**config.mk**
```make
export PLATFORM = sky130hd
export DESIGN_NAME = byte_stuffed_frame_builder
export DESIGN_NICKNAME = d
export VERILOG_FILES = /design/src/design/bsfb_pkg.sv /design/src/design/bsfb_seq.sv /design/src/design/bsfb_out.sv /design/src/design/byte_stuffed_frame_builder.sv
export SDC_FILE = /design/constraint.sdc
export NUM_CORES = 1
export LEC_CHECK = 0
export BUFFER_PORTS_ARGS = -buffer_cell sky130_fd_sc_hd__clkbuf_2
export CORE_MARGIN = 2
export CORE_UTILIZATION = 30
export DETAILED_ROUTE_END_ITERATION = 10
export GPL_TIMING_DRIVEN = 0
export MAX_ROUTING_LAYER = met4
export PLACE_DENSITY_LB_ADDON = 0.1
export SYNTH_ARGS = -nofsm -noshare
export SYNTH_HDL_FRONTEND = slang
export SYNTH_SLANG_ARGS = --single-unit
```
**constraint.sdc**
```tcl
create_clock -name clk_i -period 4.5 [get_ports clk_i]
set_input_delay 0.225 -clock clk_i [delete_from_list [all_inputs] [get_ports clk_i]]
set_output_delay 0.225 -clock clk_i [all_outputs]
set_load 0.02 [all_outputs]
```
**src/design/bsfb_pkg.sv**
```systemverilog
`default_nettype none
// ----------------------------------------------------------------------------
// bsfb_pkg
// Shared types and constants of the byte stuffed frame builder.
// ----------------------------------------------------------------------------
package bsfb_pkg;

  localparam int unsigned ByteW   = 8;
  localparam int unsigned CfgIdxW = 3;

  // Configuration register indexes
  localparam logic [CfgIdxW-1:0] CFG_FLAG_VALUE        = 3'd0;
  localparam logic [CfgIdxW-1:0] CFG_ESCAPE_VALUE      = 3'd1;
  localparam logic [CfgIdxW-1:0] CFG_FLAG_SUBSTITUTE   = 3'd2;
  localparam logic [CfgIdxW-1:0] CFG_ESCAPE_SUBSTITUTE = 3'd3;
  localparam logic [CfgIdxW-1:0] CFG_ADDRESS_VALUE     = 3'd4;

  // Reset values of the configuration registers
  localparam logic [ByteW-1:0] FlagReset     = 8'h7E;
  localparam logic [ByteW-1:0] EscapeReset   = 8'h7D;
  localparam logic [ByteW-1:0] FlagSubReset  = 8'h5E;
  localparam logic [ByteW-1:0] EscSubReset   = 8'h5D;
  localparam logic [ByteW-1:0] AddressReset  = 8'h03;

  typedef struct packed {
    logic [ByteW-1:0] flag_value;
    logic [ByteW-1:0] escape_value;
    logic [ByteW-1:0] flag_substitute;
    logic [ByteW-1:0] escape_substitute;
    logic [ByteW-1:0] address_value;
  } cfg_t;

  // One outgoing line beat
  typedef struct packed {
    logic [ByteW-1:0] line_byte;
    logic             run_end;
    logic             frame_end;
  } beat_t;

  // Field of the frame being emitted
  typedef enum logic [2:0] {
    SLOT_OPEN,
    SLOT_ADDR,
    SLOT_CTRL,
    SLOT_HCHK,
    SLOT_PAY,
    SLOT_TCHK,
    SLOT_CLOSE
  } slot_e;

endpackage : bsfb_pkg
`default_nettype wire

```
**src/design/bsfb_seq.sv**
```systemverilog
`default_nettype none
// ----------------------------------------------------------------------------
// bsfb_seq
// Item register and field sequencer: expands one item into stuffed beats.
// ----------------------------------------------------------------------------
module bsfb_seq
  import bsfb_pkg::*;
(
  input  wire logic             clk_i,
  input  wire logic             rst_ni,
  input  wire cfg_t             cfg_i,
  input  wire logic             in_valid_i,
  output      logic             in_ready_o,
  input  wire logic [ByteW-1:0] payload_byte_i,
  input  wire logic [ByteW-1:0] control_byte_i,
  input  wire logic             final_byte_i,
  output      logic             beat_valid_o,
  input  wire logic             beat_ready_i,
  output      beat_t            beat_o
);

  // Frame state
  logic             inside_q, inside_d;
  logic [ByteW-1:0] trailer_q, trailer_d;

  // Item register
  logic             item_valid_q, item_valid_d;
  logic [ByteW-1:0] pay_q, ctrl_q, tchk_q;
  logic             final_q;
  slot_e            slot_q, slot_d;
  logic             half_q, half_d;

  logic             accept;
  logic             emit;
  logic             advance;
  logic             last_beat;
  logic [ByteW-1:0] raw;
  logic             stuffable;
  logic             is_flag;
  logic             is_esc;
  logic [ByteW-1:0] base_chk;
  slot_e            slot_nxt;

  assign accept = in_valid_i && in_ready_o;
  assign emit   = item_valid_q && beat_ready_i;

  always_comb begin
    raw       = cfg_i.flag_value;
    stuffable = 1'b1;
    slot_nxt  = SLOT_OPEN;
    unique case (slot_q)
      SLOT_OPEN: begin
        raw       = cfg_i.flag_value;
        stuffable = 1'b0;
        slot_nxt  = SLOT_ADDR;
      end
      SLOT_ADDR: begin
        raw      = cfg_i.address_value;
        slot_nxt = SLOT_CTRL;
      end
      SLOT_CTRL: begin
        raw      = ctrl_q;
        slot_nxt = SLOT_HCHK;
      end
      SLOT_HCHK: begin
        raw      = cfg_i.address_value ^ ctrl_q;
        slot_nxt = SLOT_PAY;
      end
      SLOT_PAY: begin
        raw      = pay_q;
        slot_nxt = SLOT_TCHK;
      end
      SLOT_TCHK: begin
        raw      = tchk_q;
        slot_nxt = SLOT_CLOSE;
      end
      SLOT_CLOSE: begin
        raw       = cfg_i.flag_value;
        stuffable = 1'b0;
        slot_nxt  = SLOT_OPEN;
      end
      default: begin
        raw       = cfg_i.flag_value;
        stuffable = 1'b0;
        slot_nxt  = SLOT_OPEN;
      end
    endcase
  end

  assign is_flag = (raw == cfg_i.flag_value);
  assign is_esc  = (raw == cfg_i.escape_value);

  always_comb begin
    beat_o.line_byte = raw;
    advance          = 1'b1;
    if (stuffable && (is_flag || is_esc)) begin
      if (!half_q) begin
        beat_o.line_byte = cfg_i.escape_value;
        advance          = 1'b0;
      end else if (is_flag) begin
        beat_o.line_byte = cfg_i.flag_substitute;
      end else begin
        beat_o.line_byte = cfg_i.escape_substitute;
      end
    end
    last_beat = advance &&
                ((slot_q == SLOT_CLOSE) || ((slot_q == SLOT_PAY) && !final_q));
    beat_o.run_end   = last_beat;
    beat_o.frame_end = (slot_q == SLOT_CLOSE);
  end

  assign beat_valid_o = item_valid_q;
  assign in_ready_o   = !item_valid_q || (emit && last_beat);

  // Frame state moves at accept time, so the next item sees it at once
  assign base_chk  = inside_q ? trailer_q : '0;
  assign inside_d  = accept ? !final_byte_i : inside_q;
  assign trailer_d = accept ? (final_byte_i ? '0 : (base_chk ^ payload_byte_i)) : trailer_q;

  always_comb begin
    item_valid_d = item_valid_q;
    slot_d       = slot_q;
    half_d       = half_q;
    if (emit) begin
      if (last_beat) begin
        item_valid_d = 1'b0;
      end else if (advance) begin
        slot_d = slot_nxt;
        half_d = 1'b0;
      end else begin
        half_d = 1'b1;
      end
    end
    if (accept) begin
      item_valid_d = 1'b1;
      slot_d       = inside_q ? SLOT_PAY : SLOT_OPEN;
      half_d       = 1'b0;
    end
  end

  always_ff @(posedge clk_i or negedge rst_ni) begin
    if (!rst_ni) begin
      inside_q     <= 1'b0;
      trailer_q    <= '0;
      item_valid_q <= 1'b0;
      slot_q       <= SLOT_OPEN;
      half_q       <= 1'b0;
    end else begin
      inside_q     <= inside_d;
      trailer_q    <= trailer_d;
      item_valid_q <= item_valid_d;
      slot_q       <= slot_d;
      half_q       <= half_d;
    end
  end

  always_ff @(posedge clk_i) begin
    if (accept) begin
      pay_q   <= payload_byte_i;
      ctrl_q  <= control_byte_i;
      final_q <= final_byte_i;
      tchk_q  <= base_chk ^ payload_byte_i;
    end
  end

`ifndef NO_ASSERTIONS
  // The second half of a stuffed pair never falls on a delimiter flag
  a_half_stuffable: assert property (@(posedge clk_i) disable iff (!rst_ni)
    half_q |-> (slot_q != SLOT_OPEN) && (slot_q != SLOT_CLOSE))
    else $error("stuffing half set on a delimiter");

  // The closing flag always ends the run of its item
  a_close_ends_run: assert property (@(posedge clk_i) disable iff (!rst_ni)
    (item_valid_q && (slot_q == SLOT_CLOSE)) |-> last_beat)
    else $error("closing flag not last beat");

  // A frame left open by an item means the next item starts at the payload
  a_open_frame: assert property (@(posedge clk_i) disable iff (!rst_ni)
    (accept && !final_byte_i) |=> inside_q)
    else $error("frame state not kept open");
`endif

endmodule : bsfb_seq
`default_nettype wire

```
**src/design/bsfb_out.sv**
```systemverilog
`default_nettype none
// ----------------------------------------------------------------------------
// bsfb_out
// Output register: holds one line beat until the sink takes it.
// ----------------------------------------------------------------------------
module bsfb_out
  import bsfb_pkg::*;
(
  input  wire logic  clk_i,
  input  wire logic  rst_ni,
  input  wire logic  beat_valid_i,
  output      logic  beat_ready_o,
  input  wire beat_t beat_i,
  output      logic  out_valid_o,
  input  wire logic  out_ready_i,
  output      beat_t beat_o
);

  logic  valid_q, valid_d;
  beat_t beat_q;

  // Take a new beat when empty or when the held beat leaves this cycle
  assign beat_ready_o = !valid_q || out_ready_i;
  assign valid_d      = beat_ready_o ? beat_valid_i : valid_q;

  always_ff @(posedge clk_i or negedge rst_ni) begin
    if (!rst_ni) begin
      valid_q <= 1'b0;
    end else begin
      valid_q <= valid_d;
    end
  end

  always_ff @(posedge clk_i) begin
    if (beat_ready_o && beat_valid_i) begin
      beat_q <= beat_i;
    end
  end

  assign out_valid_o = valid_q;
  assign beat_o      = beat_q;

endmodule : bsfb_out
`default_nettype wire

```
**src/design/byte_stuffed_frame_builder.sv**
```systemverilog
`default_nettype none
// ----------------------------------------------------------------------------
// byte_stuffed_frame_builder
// HDLC-style framer: opening flag, stuffed header, stuffed payload, XOR
// trailer check and closing flag.
// ----------------------------------------------------------------------------
// Each accepted payload beat turns into one to twelve line beats, sent one
// per clock while the sink takes them: the first beat of a frame adds the
// opening flag, the address, control and header check bytes, and a beat
// marked final adds the trailer check and the closing flag; every byte
// except the two flags is stuffed (flag or escape byte sent as escape plus
// substitute). An item holds the block until it has sent its last line
// beat; the single output byte register moves one byte per cycle while the
// sink is ready, and a stuffed payload byte yields two line beats. The next
// input beat is taken in the cycle the current item sends its last line
// beat. The first line beat of an item passes through the item register
// and then the output register before it shows on the output. run_end_o
// marks the last line beat of each input beat, frame_end_o the closing
// flag. Write configuration only while idle.
// ----------------------------------------------------------------------------
module byte_stuffed_frame_builder
  import bsfb_pkg::*;
(
  input  wire logic               clk_i,
  input  wire logic               rst_ni,
  // configuration write port
  input  wire logic               cfg_we_i,
  input  wire logic [CfgIdxW-1:0] cfg_idx_i,
  input  wire logic [ByteW-1:0]   cfg_data_i,
  // payload beats in
  input  wire logic               in_valid_i,
  output      logic               in_ready_o,
  input  wire logic [ByteW-1:0]   payload_byte_i,
  input  wire logic [ByteW-1:0]   control_byte_i,
  input  wire logic               final_byte_i,
  // line beats out
  output      logic               out_valid_o,
  input  wire logic               out_ready_i,
  output      logic [ByteW-1:0]   line_byte_o,
  output      logic               run_end_o,
  output      logic               frame_end_o
);

  cfg_t  cfg_q, cfg_d;
  logic  beat_valid;
  logic  beat_ready;
  beat_t seq_beat;
  beat_t out_beat;

  // Register file: drop writes to unknown indexes
  always_comb begin
    cfg_d = cfg_q;
    if (cfg_we_i) begin
      unique case (cfg_idx_i)
        CFG_FLAG_VALUE:        cfg_d.flag_value        = cfg_data_i;
        CFG_ESCAPE_VALUE:      cfg_d.escape_value      = cfg_data_i;
        CFG_FLAG_SUBSTITUTE:   cfg_d.flag_substitute   = cfg_data_i;
        CFG_ESCAPE_SUBSTITUTE: cfg_d.escape_substitute = cfg_data_i;
        CFG_ADDRESS_VALUE:     cfg_d.address_value     = cfg_data_i;
        default:               cfg_d                   = cfg_q;
      endcase
    end
  end

  always_ff @(posedge clk_i or negedge rst_ni) begin
    if (!rst_ni) begin
      cfg_q.flag_value        <= FlagReset;
      cfg_q.escape_value      <= EscapeReset;
      cfg_q.flag_substitute   <= FlagSubReset;
      cfg_q.escape_substitute <= EscSubReset;
      cfg_q.address_value     <= AddressReset;
    end else begin
      cfg_q <= cfg_d;
    end
  end

  // Expand each item into line beats, one field or half of a stuffed pair
  // per cycle while the output register takes them
  bsfb_seq u_seq (
    .clk_i          (clk_i),
    .rst_ni         (rst_ni),
    .cfg_i          (cfg_q),
    .in_valid_i     (in_valid_i),
    .in_ready_o     (in_ready_o),
    .payload_byte_i (payload_byte_i),
    .control_byte_i (control_byte_i),
    .final_byte_i   (final_byte_i),
    .beat_valid_o   (beat_valid),
    .beat_ready_i   (beat_ready),
    .beat_o         (seq_beat)
  );

  // Hold each line beat until the sink takes it
  bsfb_out u_out (
    .clk_i        (clk_i),
    .rst_ni       (rst_ni),
    .beat_valid_i (beat_valid),
    .beat_ready_o (beat_ready),
    .beat_i       (seq_beat),
    .out_valid_o  (out_valid_o),
    .out_ready_i  (out_ready_i),
    .beat_o       (out_beat)
  );

  assign line_byte_o = out_beat.line_byte;
  assign run_end_o   = out_beat.run_end;
  assign frame_end_o = out_beat.frame_end;

endmodule : byte_stuffed_frame_builder
`default_nettype wire
```
==> flow_summary.yaml, run 1 <==
drt:
  vias_per_cell: 4.94
  drtIter0Drc: 213
  routed_wl_mm: 12.3
  drt_pass1_iterations: 5
  antenna_left: 0
  post-route-drc-count: 0
  dr_total_vias: 3410
  routedWlPerCell_um: 17.8
final_layout:
  num_antenna_cells: 0
  drive_above_1_share_pct: 28.8
  mostFrequentLayoutCell: "clkbuf_2"
  final_cell_count_no_fill: 690
  area_delta_synth_final_pct: 15.8
  final_area_sq_mm: 0.00546
  final_cell_mix: "40 x clkbuf_2, 36 x mux2_2, 35 x nand2_1, 35 x edfxtp_1, 31 x dfrtp_1"
  post-route-util_pct: 35.7
  fin_nets: 507
cts:
  clock_latency_ps: 350
  htreeDepth: 3
  post_cts_buffers: 0
  cts_tree: "done"
  cts_buffers: 9
  postCtsHoldBufs: 0
  clkTransAtPathRegs_ps: 60
  cts_num_sinks: 90
  clockRootBuffer: "clkbuf_16"
  cts_resized: 0
  clockBufferDepth: 2
worst_setup_path:
  critical_path_cell_count: 11
  crit_buf_inv: 2
  path_class: "reg -> reg"
  path_common_cell: "mux2i_1"
  cp_slowest_cell: "a21oi_2"
  ff2ff_setup_slack_ps: 1030
  required_ps: 4600
  crit_chain: "buf_6, buf_4, mux2i_1, nand2_1, a21boi_0, a2111o_1, nor3_1, a21oi_2, mux2i_1, a21oi_1, mux2_2"
  cpPeakStageDelay_ps: 580
  crit_path_max_fanout: 10
  cp-end-kind: "flip-flop"
  crit_family: "compound AO/OA/AOI/OAI gates"
  r2r_cells: 11
  start_kind: "flip-flop"
  arrival_ps: 3580
global_routing:
  grt_overflow: 0
  top_usage_layer: "met2"
  grt_usage_pct: 16.1
  grt_first_pass_wirelength_mm: 19.2
  grtUsageMet3_pct: 3.47
  grtUsageMet1_pct: 21.3
  grt_pass1_vias: 3228
  grtUsageMet2_pct: 24.7
  grt_max_degree: 56
  antenna_found_initial: 0
timing:
  fin_tns_setup_ps: 0
  finalSetupViolCount: 0
  final.setup_skew_ps: 10.1
  holdWs_ps: -2.67
  finalCritPeriodShare_pct: 77.2
  finalWorstSetupSlack_ps: 1030
  drv_slew: 0
  final.min_clock_period_ps: 3470
  finalHoldViolCount: 1
  fmax_mhz: 288
  relSlewSlack_pct: 14.9
  rsz0062_at_grt: "no"
  tightest_slew_ps: 1270
status:
  violations: "negative hold slack"
  outcome: "finished, violations left"
synth:
  yosys_register_bits: 90
  yosys_warnings: 0
  syn_inst: 422
  avgSynthCellArea_sq_um: 11.2
  synth.distinct_cells: 62
  synth_fp_nets: 455
  synthFlopType: "edfxtp_1"
  ys_seq_area_share_pct: 52.1
  synth_area_sq_mm: 0.00472
  synth_enable_flop_cells: 35
  synthArstFlopShare_pct: 61.1
die:
  rows: 45
  die_h_um: 129
  initial_core_util_pct: 30.8
  core_sq_mm: 0.0153
  die_w_um: 129
  dieArea_sq_mm: 0.0168
  ioPinCount: 45
placed_design:
  post_dp_cell_area_sq_mm: 0.00519
  place_congestion: 0.926
  post-dp-hpwl_mm: 9.21
  dp.cells: 674
  preCtsSetupSlack_ps: 1060
  placement.io_buffers: 41
pwr:
  power_mw: 3.48
  power.density_mw_per_mm2: 637
  leakage_nw: 2.23
  power.switching_mw: 1.34
  pwr-share-comb_pct: 42.8
  ir_drop_v: 0.000239
  cell_internal_pwr_mw: 2.14
  swShare_pct: 38.6
  clockPowerShare_pct: 20.2
  pwr-share-seq_pct: 36.9
flow_run:
  drv_cap: 0
hold_path:
  hold_path_class: "in -> async"
[sequential cells by signal (all words and copies together) (netlist names)]
signal              cells
cfg_q                  40
u_out.beat_o           10
u_seq.ctrl_q            8
u_seq.pay_q             8
u_seq.tchk_q            8
u_seq.trailer_q         8
u_seq.slot_q            3
u_out.out_valid_o       1
u_seq.beat_valid_o      1
u_seq.final_q           1
u_seq.half_q            1
u_seq.inside_q          1
[power groups by stage]
stage,clock network (mW),logic [mW],registers [mW]
after floorplan,0,1.03,1.31
after global placement,0,1.48,1.30
after detailed placement,0,1.49,1.31
after CTS,0.729,1.49,1.29
after global routing,0.757,1.64,1.32
final,0.704,1.49,1.29
[final cells by class]
type / count / area (sq um)
Fill cell: 1580 / 9850
Buffer: 19 / 118
Clock inverter: 4 / 26.3
Sequential cell: 90 / 2460
Tap cell: 211 / 264
Clock buffer: 12 / 246
Inverter: 18 / 67.6
Multi-Input combinational cell: 295 / 2080
Timing Repair Buffer: 41 / 208
[synth_stat cells (3+ instances only)]
master / count / area (sq um)
nor2_1: 23 / 86.3
dfrtp_1: 31 / 776
nand2b_1: 14 / 87.6
a22o_1: 4 / 35.0
nand3_1: 6 / 30.0
a31oi_1: 3 / 18.8
mux2i_1: 26 / 260
buf_6: 4 / 45.0
o22ai_1: 4 / 25.0
and2_1: 3 / 18.8
clkbuf_1: 7 / 26.3
inv_1: 18 / 67.6
dfstp_2: 24 / 631
o21ai_0: 15 / 75.1
nor3_1: 9 / 45.0
nand2_1: 35 / 131
a21oi_1: 27 / 135
and3_1: 11 / 68.8
xnor2_1: 8 / 70.1
a211oi_1: 3 / 22.5
a21o_1: 8 / 60.1
a22oi_1: 5 / 37.5
buf_4: 3 / 22.5
buf_2: 4 / 20.0
o2111ai_1: 4 / 35.0
nor2b_1: 7 / 43.8
mux2_2: 36 / 405
o21ai_1: 3 / 15.0
edfxtp_1: 35 / 1050
[worst register-to-register path, stage by stage (launching register included)]
cell and delay (ps):
dfrtp_1 440, buf_6 210, buf_4 200, mux2i_1 400
nand2_1 110, a21boi_0 290, a2111o_1 200, nor3_1 70
a21oi_2 580, mux2i_1 340, a21oi_1 100, mux2_2 290
[cells by family (layout without fill, tap and decap cells)]
family	after synthesis	count (layout)	share of synthesized area [%]
simple gates	125	125	13.7
compound gates	100	100	14.7
flops	90	90	52.1
mux	62	62	14.1
buf+inv	37	94	3.92
xor+xnor	8	8	1.48
[path summary, 6_finish.rpt]
path / startpoint / end
worst min-delay path: rst_ni / cfg_q[7]
worst min register to register: cfg_q[21] / cfg_q[21]
max in group asynchronous: rst_ni / u_seq.slot_q[1]
worst max-delay path: u_seq.slot_q[0] / u_out.beat_o[5]
min in group clk_i: control_byte_i[2] / u_seq.ctrl_q[2]
worst max register to register: u_seq.slot_q[0] / u_out.beat_o[5]
[routing by layer]
metal  part of all wire [%]  wire (um)  vias to the layer above
met5                      0          0                        -
met4                    1.4        178                        0
met3                    4.7        573                       14
met2                     46       5700                       69
met1                     48       5870                     1670
li1                       -          -                     1657
Power figures use the tool's default switching activity.
==> run 2: changes to the inputs <==
==> constraint.sdc (replaced) <==
create_clock -name clk_i -period 3.6 [get_ports clk_i]
set_input_delay 0.18 -clock clk_i [delete_from_list [all_inputs] [get_ports clk_i]]
set_output_delay 0.18 -clock clk_i [all_outputs]
set_load 0.02 [all_outputs]
==> flow_summary.yaml, run 2 (synthesized netlist as in run 1, its figures left out) <==
drt:
  post-route-drc-count: 0
  drtIter0Drc: 222
  drt_pass1_iterations: 5
  routed_wl_mm: 12.4
  routedWlPerCell_um: 17.7
  vias_per_cell: 4.95
  dr_total_vias: 3462
  antenna_left: 0
timing:
  fin_tns_setup_ps: 0
  holdWs_ps: 26.0
  finalWorstSetupSlack_ps: 130
  rsz0062_at_grt: "no"
  final.min_clock_period_ps: 3470
  relSlewSlack_pct: 15.7
  finalCritPeriodShare_pct: 96.4
  final.setup_skew_ps: 9.88
  drv_slew: 0
  finalSetupViolCount: 0
  fmax_mhz: 288
  tightest_slew_ps: 1260
  finalHoldViolCount: 0
pwr:
  power_mw: 4.36
  power.density_mw_per_mm2: 785
  ir_drop_v: 0.000302
  leakage_nw: 2.26
final_layout:
  post-route-util_pct: 36.3
  mostFrequentLayoutCell: "clkbuf_2"
  fin_nets: 516
  top_register: "cfg_q"
  largest_reg_flops: 40
  area_delta_synth_final_pct: 17.7
  drive_above_1_share_pct: 28.3
  num_antenna_cells: 0
  final_cell_mix: "40 x clkbuf_2, 36 x mux2_2, 35 x nand2_1, 35 x edfxtp_1, 31 x dfrtp_1"
flow_run:
  drv_cap: 0
global_routing:
  grt_overflow: 0
  antenna_found_initial: 0
  grt_first_pass_wirelength_mm: 19.3
  grt_usage_pct: 16.2
  grt_pass1_vias: 3293
  grt_max_degree: 56
cts:
  clockRootBuffer: "clkbuf_16"
  clkTransAtPathRegs_ps: 70
  cts_num_sinks: 90
  clockBufferDepth: 2
  cts_tree: "done"
  clock_latency_ps: 350
  cts_buffers: 9
  htreeDepth: 3
placed_design:
  post-dp-hpwl_mm: 9.21
  place_congestion: 0.926
  placement.io_buffers: 41
  preCtsSetupSlack_ps: 165
worst_setup_path:
  required_ps: 3700
  cp_slowest_cell: "a21oi_2"
  crit_path_max_fanout: 10
  cp-end-kind: "flip-flop"
  start_kind: "flip-flop"
  arrival_ps: 3570
  path_common_cell: "mux2i_1"
  cpPeakStageDelay_ps: 570
  crit_chain: "buf_6, buf_4, mux2i_1, nand2_1, a21boi_0, a2111o_1, nor3_1, a21oi_2, mux2i_1, a21oi_1, mux2_2"
  path_class: "reg -> reg"
die:
  rows: 45
  core_sq_mm: 0.0153
  ioPinCount: 45
  die_w_um: 129
  initial_core_util_pct: 30.8
  dieArea_sq_mm: 0.0168
  die_h_um: 129
status:
  outcome: "complete, no violations"
hold_path:
  hold_path_class: "in -> reg"
## run 2: cell count changes in the layout (fill, tap and decap cells not counted)
cell / previous run / this run
dlygate4sd3_1: 0 / 9
## run 2: path summary, 6_finish.rpt
path	from	end	slack (ps)	cells after the start
worst min-delay path	payload_byte_i[5]	u_seq.pay_q[5]	30	1
max in group asynchronous	rst_ni	u_seq.slot_q[1]	2580	2
worst max-delay path	u_seq.slot_q[0]	u_out.beat_o[5]	130	11
worst max register to register	u_seq.slot_q[0]	u_out.beat_o[5]	130	11
min in group asynchronous	rst_ni	cfg_q[7]	490	2
worst min register to register	cfg_q[16]	cfg_q[16]	510	1
## run 2: routing by layer
| metal | global-route usage, % | up-vias | share of wire (%) |
|---|---|---|---|
| met1 | 21.2 | 1711 | 47 |
| met4 | 5.31 | 0 | 1.4 |
| met5 | - | - | 0 |
| li1 | - | 1672 | - |
| met2 | 25.2 | 65 | 46 |
| met3 | 3.47 | 14 | 4.6 |
## run 2: worst max-delay path, delay by kind of cell, from the launching register on
family	cells	cell delay, ps
flops	1	440
compound gates	4	1140
mux	3	1020
buf+inv	2	410
simple gates	2	180
## run 2: area by class of cell
class | instances | area (sq um)
fill | 1578 | 9760
sequential | 90 | 2460
multi-input combinational | 295 | 2080
timing repair buffer | 50 | 298
tap | 211 | 264
clock buffer | 12 | 246
buffer | 19 | 118
inverter | 18 | 67.6
clock inverter | 4 | 26.3
## run 2: metrics by stage
stage	std cells	cell area (sq um)
3_5_place_dp	674	5190
6_report	699	5550
2_1_floorplan	422	4720
4_1_cts	699	5550
3_3_place_gp	674	5190
5_1_grt	699	5550
## run 2: timing repair
action | in CTS | in global routing
hold buffers | 9 | 0
buffers inserted | 0 | 0
resized for setup | 0 | 0
hold endpoints to repair | 39 | 0
## run 2: power breakdown
part | internal [mW] | switching [mW]
clock | 0.487 | 0.394
sequential | 1.44 | 0.173
combinational | 0.756 | 1.11
total | 2.68 | 1.68
==> run 3: changes to the inputs <==
--- a/config.mk
+++ b/config.mk
@@ -8,10 +8,12 @@
 export BUFFER_PORTS_ARGS = -buffer_cell sky130_fd_sc_hd__clkbuf_2
 export CORE_MARGIN = 2
 export CORE_UTILIZATION = 30
+export CTS_CLUSTER_SIZE = 28
 export DETAILED_ROUTE_END_ITERATION = 10
 export GPL_TIMING_DRIVEN = 0
 export MAX_ROUTING_LAYER = met4
 export PLACE_DENSITY_LB_ADDON = 0.1
+export SETUP_SLACK_MARGIN = 0.1
 export SYNTH_ARGS = -nofsm -noshare
 export SYNTH_HDL_FRONTEND = slang
 export SYNTH_SLANG_ARGS = --single-unit
==> constraint.sdc (replaced) <==
create_clock -name clk_i -period 3.95 [get_ports clk_i]
set_input_delay 0.1975 -clock clk_i [delete_from_list [all_inputs] [get_ports clk_i]]
set_output_delay 0.1975 -clock clk_i [all_outputs]
set_load 0.02 [all_outputs]
==> flow_summary.yaml, run 3 (synthesized netlist as in run 1, its figures left out) <==
final_layout:
  area_delta_synth_final_pct: 16.2
  n_fill_cell: 1583
  final_cell_count_no_fill: 692
  top_register: "cfg_q"
  num_antenna_cells: 0
  regArea_sq_mm: 0.00246
  drive_above_1_share_pct: 28.7
  final_area_sq_mm: 0.00548
  post-route-util_pct: 35.8
  fin_nets: 509
  mostFrequentLayoutCell: "clkbuf_2"
  multiInputGateArea_sq_mm: 0.00208
  largest_reg_flops: 40
  final_cell_mix: "40 x clkbuf_2, 36 x mux2_2, 35 x nand2_1, 35 x edfxtp_1, 31 x dfrtp_1"
flow_run:
  drv_cap: 0
die:
  core_sq_mm: 0.0153
  ioPinCount: 45
  die_w_um: 129
  dieArea_sq_mm: 0.0168
  die_h_um: 129
  rows: 45
  initial_core_util_pct: 30.8
hold_path:
  hold_end: "u_seq.ctrl_q[1]"
  worstHoldStart: "control_byte_i[1]"
  whs_path_depth: 1
  hold_path_class: "in -> reg"
drt:
  vias_per_cell: 4.98
  antenna_left: 0
  routed_wl_mm: 12.3
  drtIter0Drc: 236
  drt_pass1_iterations: 5
  dr_total_vias: 3449
  routedWlPerCell_um: 17.8
  post-route-drc-count: 0
worst_setup_path:
  crit_chain: "buf_6, buf_4, mux2i_1, nand2_1, a21boi_0, a2111o_1, nor3_1, a21oi_2, mux2i_1, a21oi_1, mux2_2"
  path_common_cell: "mux2i_1"
  reg2reg_to: "u_out.beat_o[5]"
  path_class: "reg -> reg"
  start_kind: "flip-flop"
  cp_slowest_cell: "a21oi_2"
  cpPeakStageDelay_ps: 580
  ff2ff_setup_slack_ps: 490
  crit_path_max_fanout: 10
  worstReg2RegStart: "u_seq.slot_q[0]"
  r2r_cells: 11
  required_ps: 4050
  arrival_ps: 3560
  cp-end-kind: "flip-flop"
pwr:
  power.density_mw_per_mm2: 724
  leakage_nw: 2.24
  cell_internal_pwr_mw: 2.44
  clockPowerShare_pct: 20.2
  power.switching_mw: 1.53
  ir_drop_v: 0.000273
  swShare_pct: 38.6
  pwr-share-comb_pct: 42.9
  pwr-share-seq_pct: 36.9
global_routing:
  grt_pass1_vias: 3244
  grt_overflow: 0
  grt_first_pass_wirelength_mm: 19.2
  grt_max_degree: 56
  grt_usage_pct: 16.1
  antenna_found_initial: 0
cts:
  clock_latency_ps: 350
  cts_buffers: 9
  clkTransAtPathRegs_ps: 60
  cts_num_sinks: 90
  clockBufferDepth: 2
  clockRootBuffer: "clkbuf_16"
  htreeDepth: 3
  cts_tree: "done"
placed_design:
  post_dp_cell_area_sq_mm: 0.00519
  preCtsSetupSlack_ps: 515
  dp.cells: 674
  place_congestion: 0.926
  placement.io_buffers: 41
  post-dp-hpwl_mm: 9.21
timing:
  relSlewSlack_pct: 15.6
  tightest_slew_ps: 1260
  fmax_mhz: 289
  fin_tns_setup_ps: 0
  finalHoldViolCount: 0
  final.min_clock_period_ps: 3460
  drv_slew: 0
  finalSetupViolCount: 0
  finalWorstSetupSlack_ps: 489
  rsz0062_at_grt: "no"
  finalCritPeriodShare_pct: 87.6
  final.setup_skew_ps: 8.93
status:
  outcome: "complete, no violations"
==> run 3: worst max-delay path: cells and delay by family, from the launching register on <==
family                 cells  cell delay [ps]
AOI/OAI and AO/OA          4             1170
and+or+nand+nor            2              170
buffers and inverters      2              410
DFF                        1              440
muxes                      3             1010
==> run 3: per-stage QoR <==
step                power, mW  hold slack (ps)
floorplan                2.67            -98.1
global placement         3.17              374
detailed placement       3.18              377
CTS                      4.01            0.519
global route             4.23             8.99
finish                   3.97             20.5
==> run 3: timing repair <==
item | CTS | global route
endpoints found under the hold margin | 4 | 0
setup buffers | 0 | 0
hold buffers | 2 | 0
gates resized for setup | 0 | 0
endpoints found under the setup margin | 0 | 0
==> run 3: power by group through the flow <==
stage,Sequential (mW),Combinational (mW),Clock (mW)
floorplan,1.49,1.18,0
CTS,1.47,1.70,0.831
detailed placement,1.49,1.69,0
finish,1.47,1.70,0.802
global placement,1.48,1.69,0
global route,1.50,1.87,0.863
==> run 3: routing by layer <==
metal	wire (um)	GRT usage [%]
met1	5830	21.3
met2	5740	24.8
met3	580	3.47
met4	195	5.31
met5	0	-
==> run 3: final cells by class <==
class | count | share of cell area (%)
clock inverters | 4 | 0.479
well taps | 211 | 4.81
clock buffers | 12 | 4.49
repair buffers | 43 | 4.15
plain buffers | 19 | 2.14
multi-input cells | 295 | 37.9
flip-flops and latches | 90 | 44.8
inverters | 18 | 1.23
==> run 3: worst max-delay path by stage <==
| stage | startpoint | end | slack, ps |
|---|---|---|---|
| floorplan | u_seq.slot_q[2] | u_seq.ctrl_q[0] | 1080 |
| global placement | u_seq.slot_q[0] | u_out.beat_o[5] | 500 |
| detailed placement | u_seq.slot_q[0] | u_out.beat_o[5] | 510 |
| CTS | u_seq.slot_q[0] | u_out.beat_o[5] | 520 |
| global route | u_seq.slot_q[0] | u_out.beat_o[5] | 350 |
| finish | u_seq.slot_q[0] | u_out.beat_o[5] | 490 |
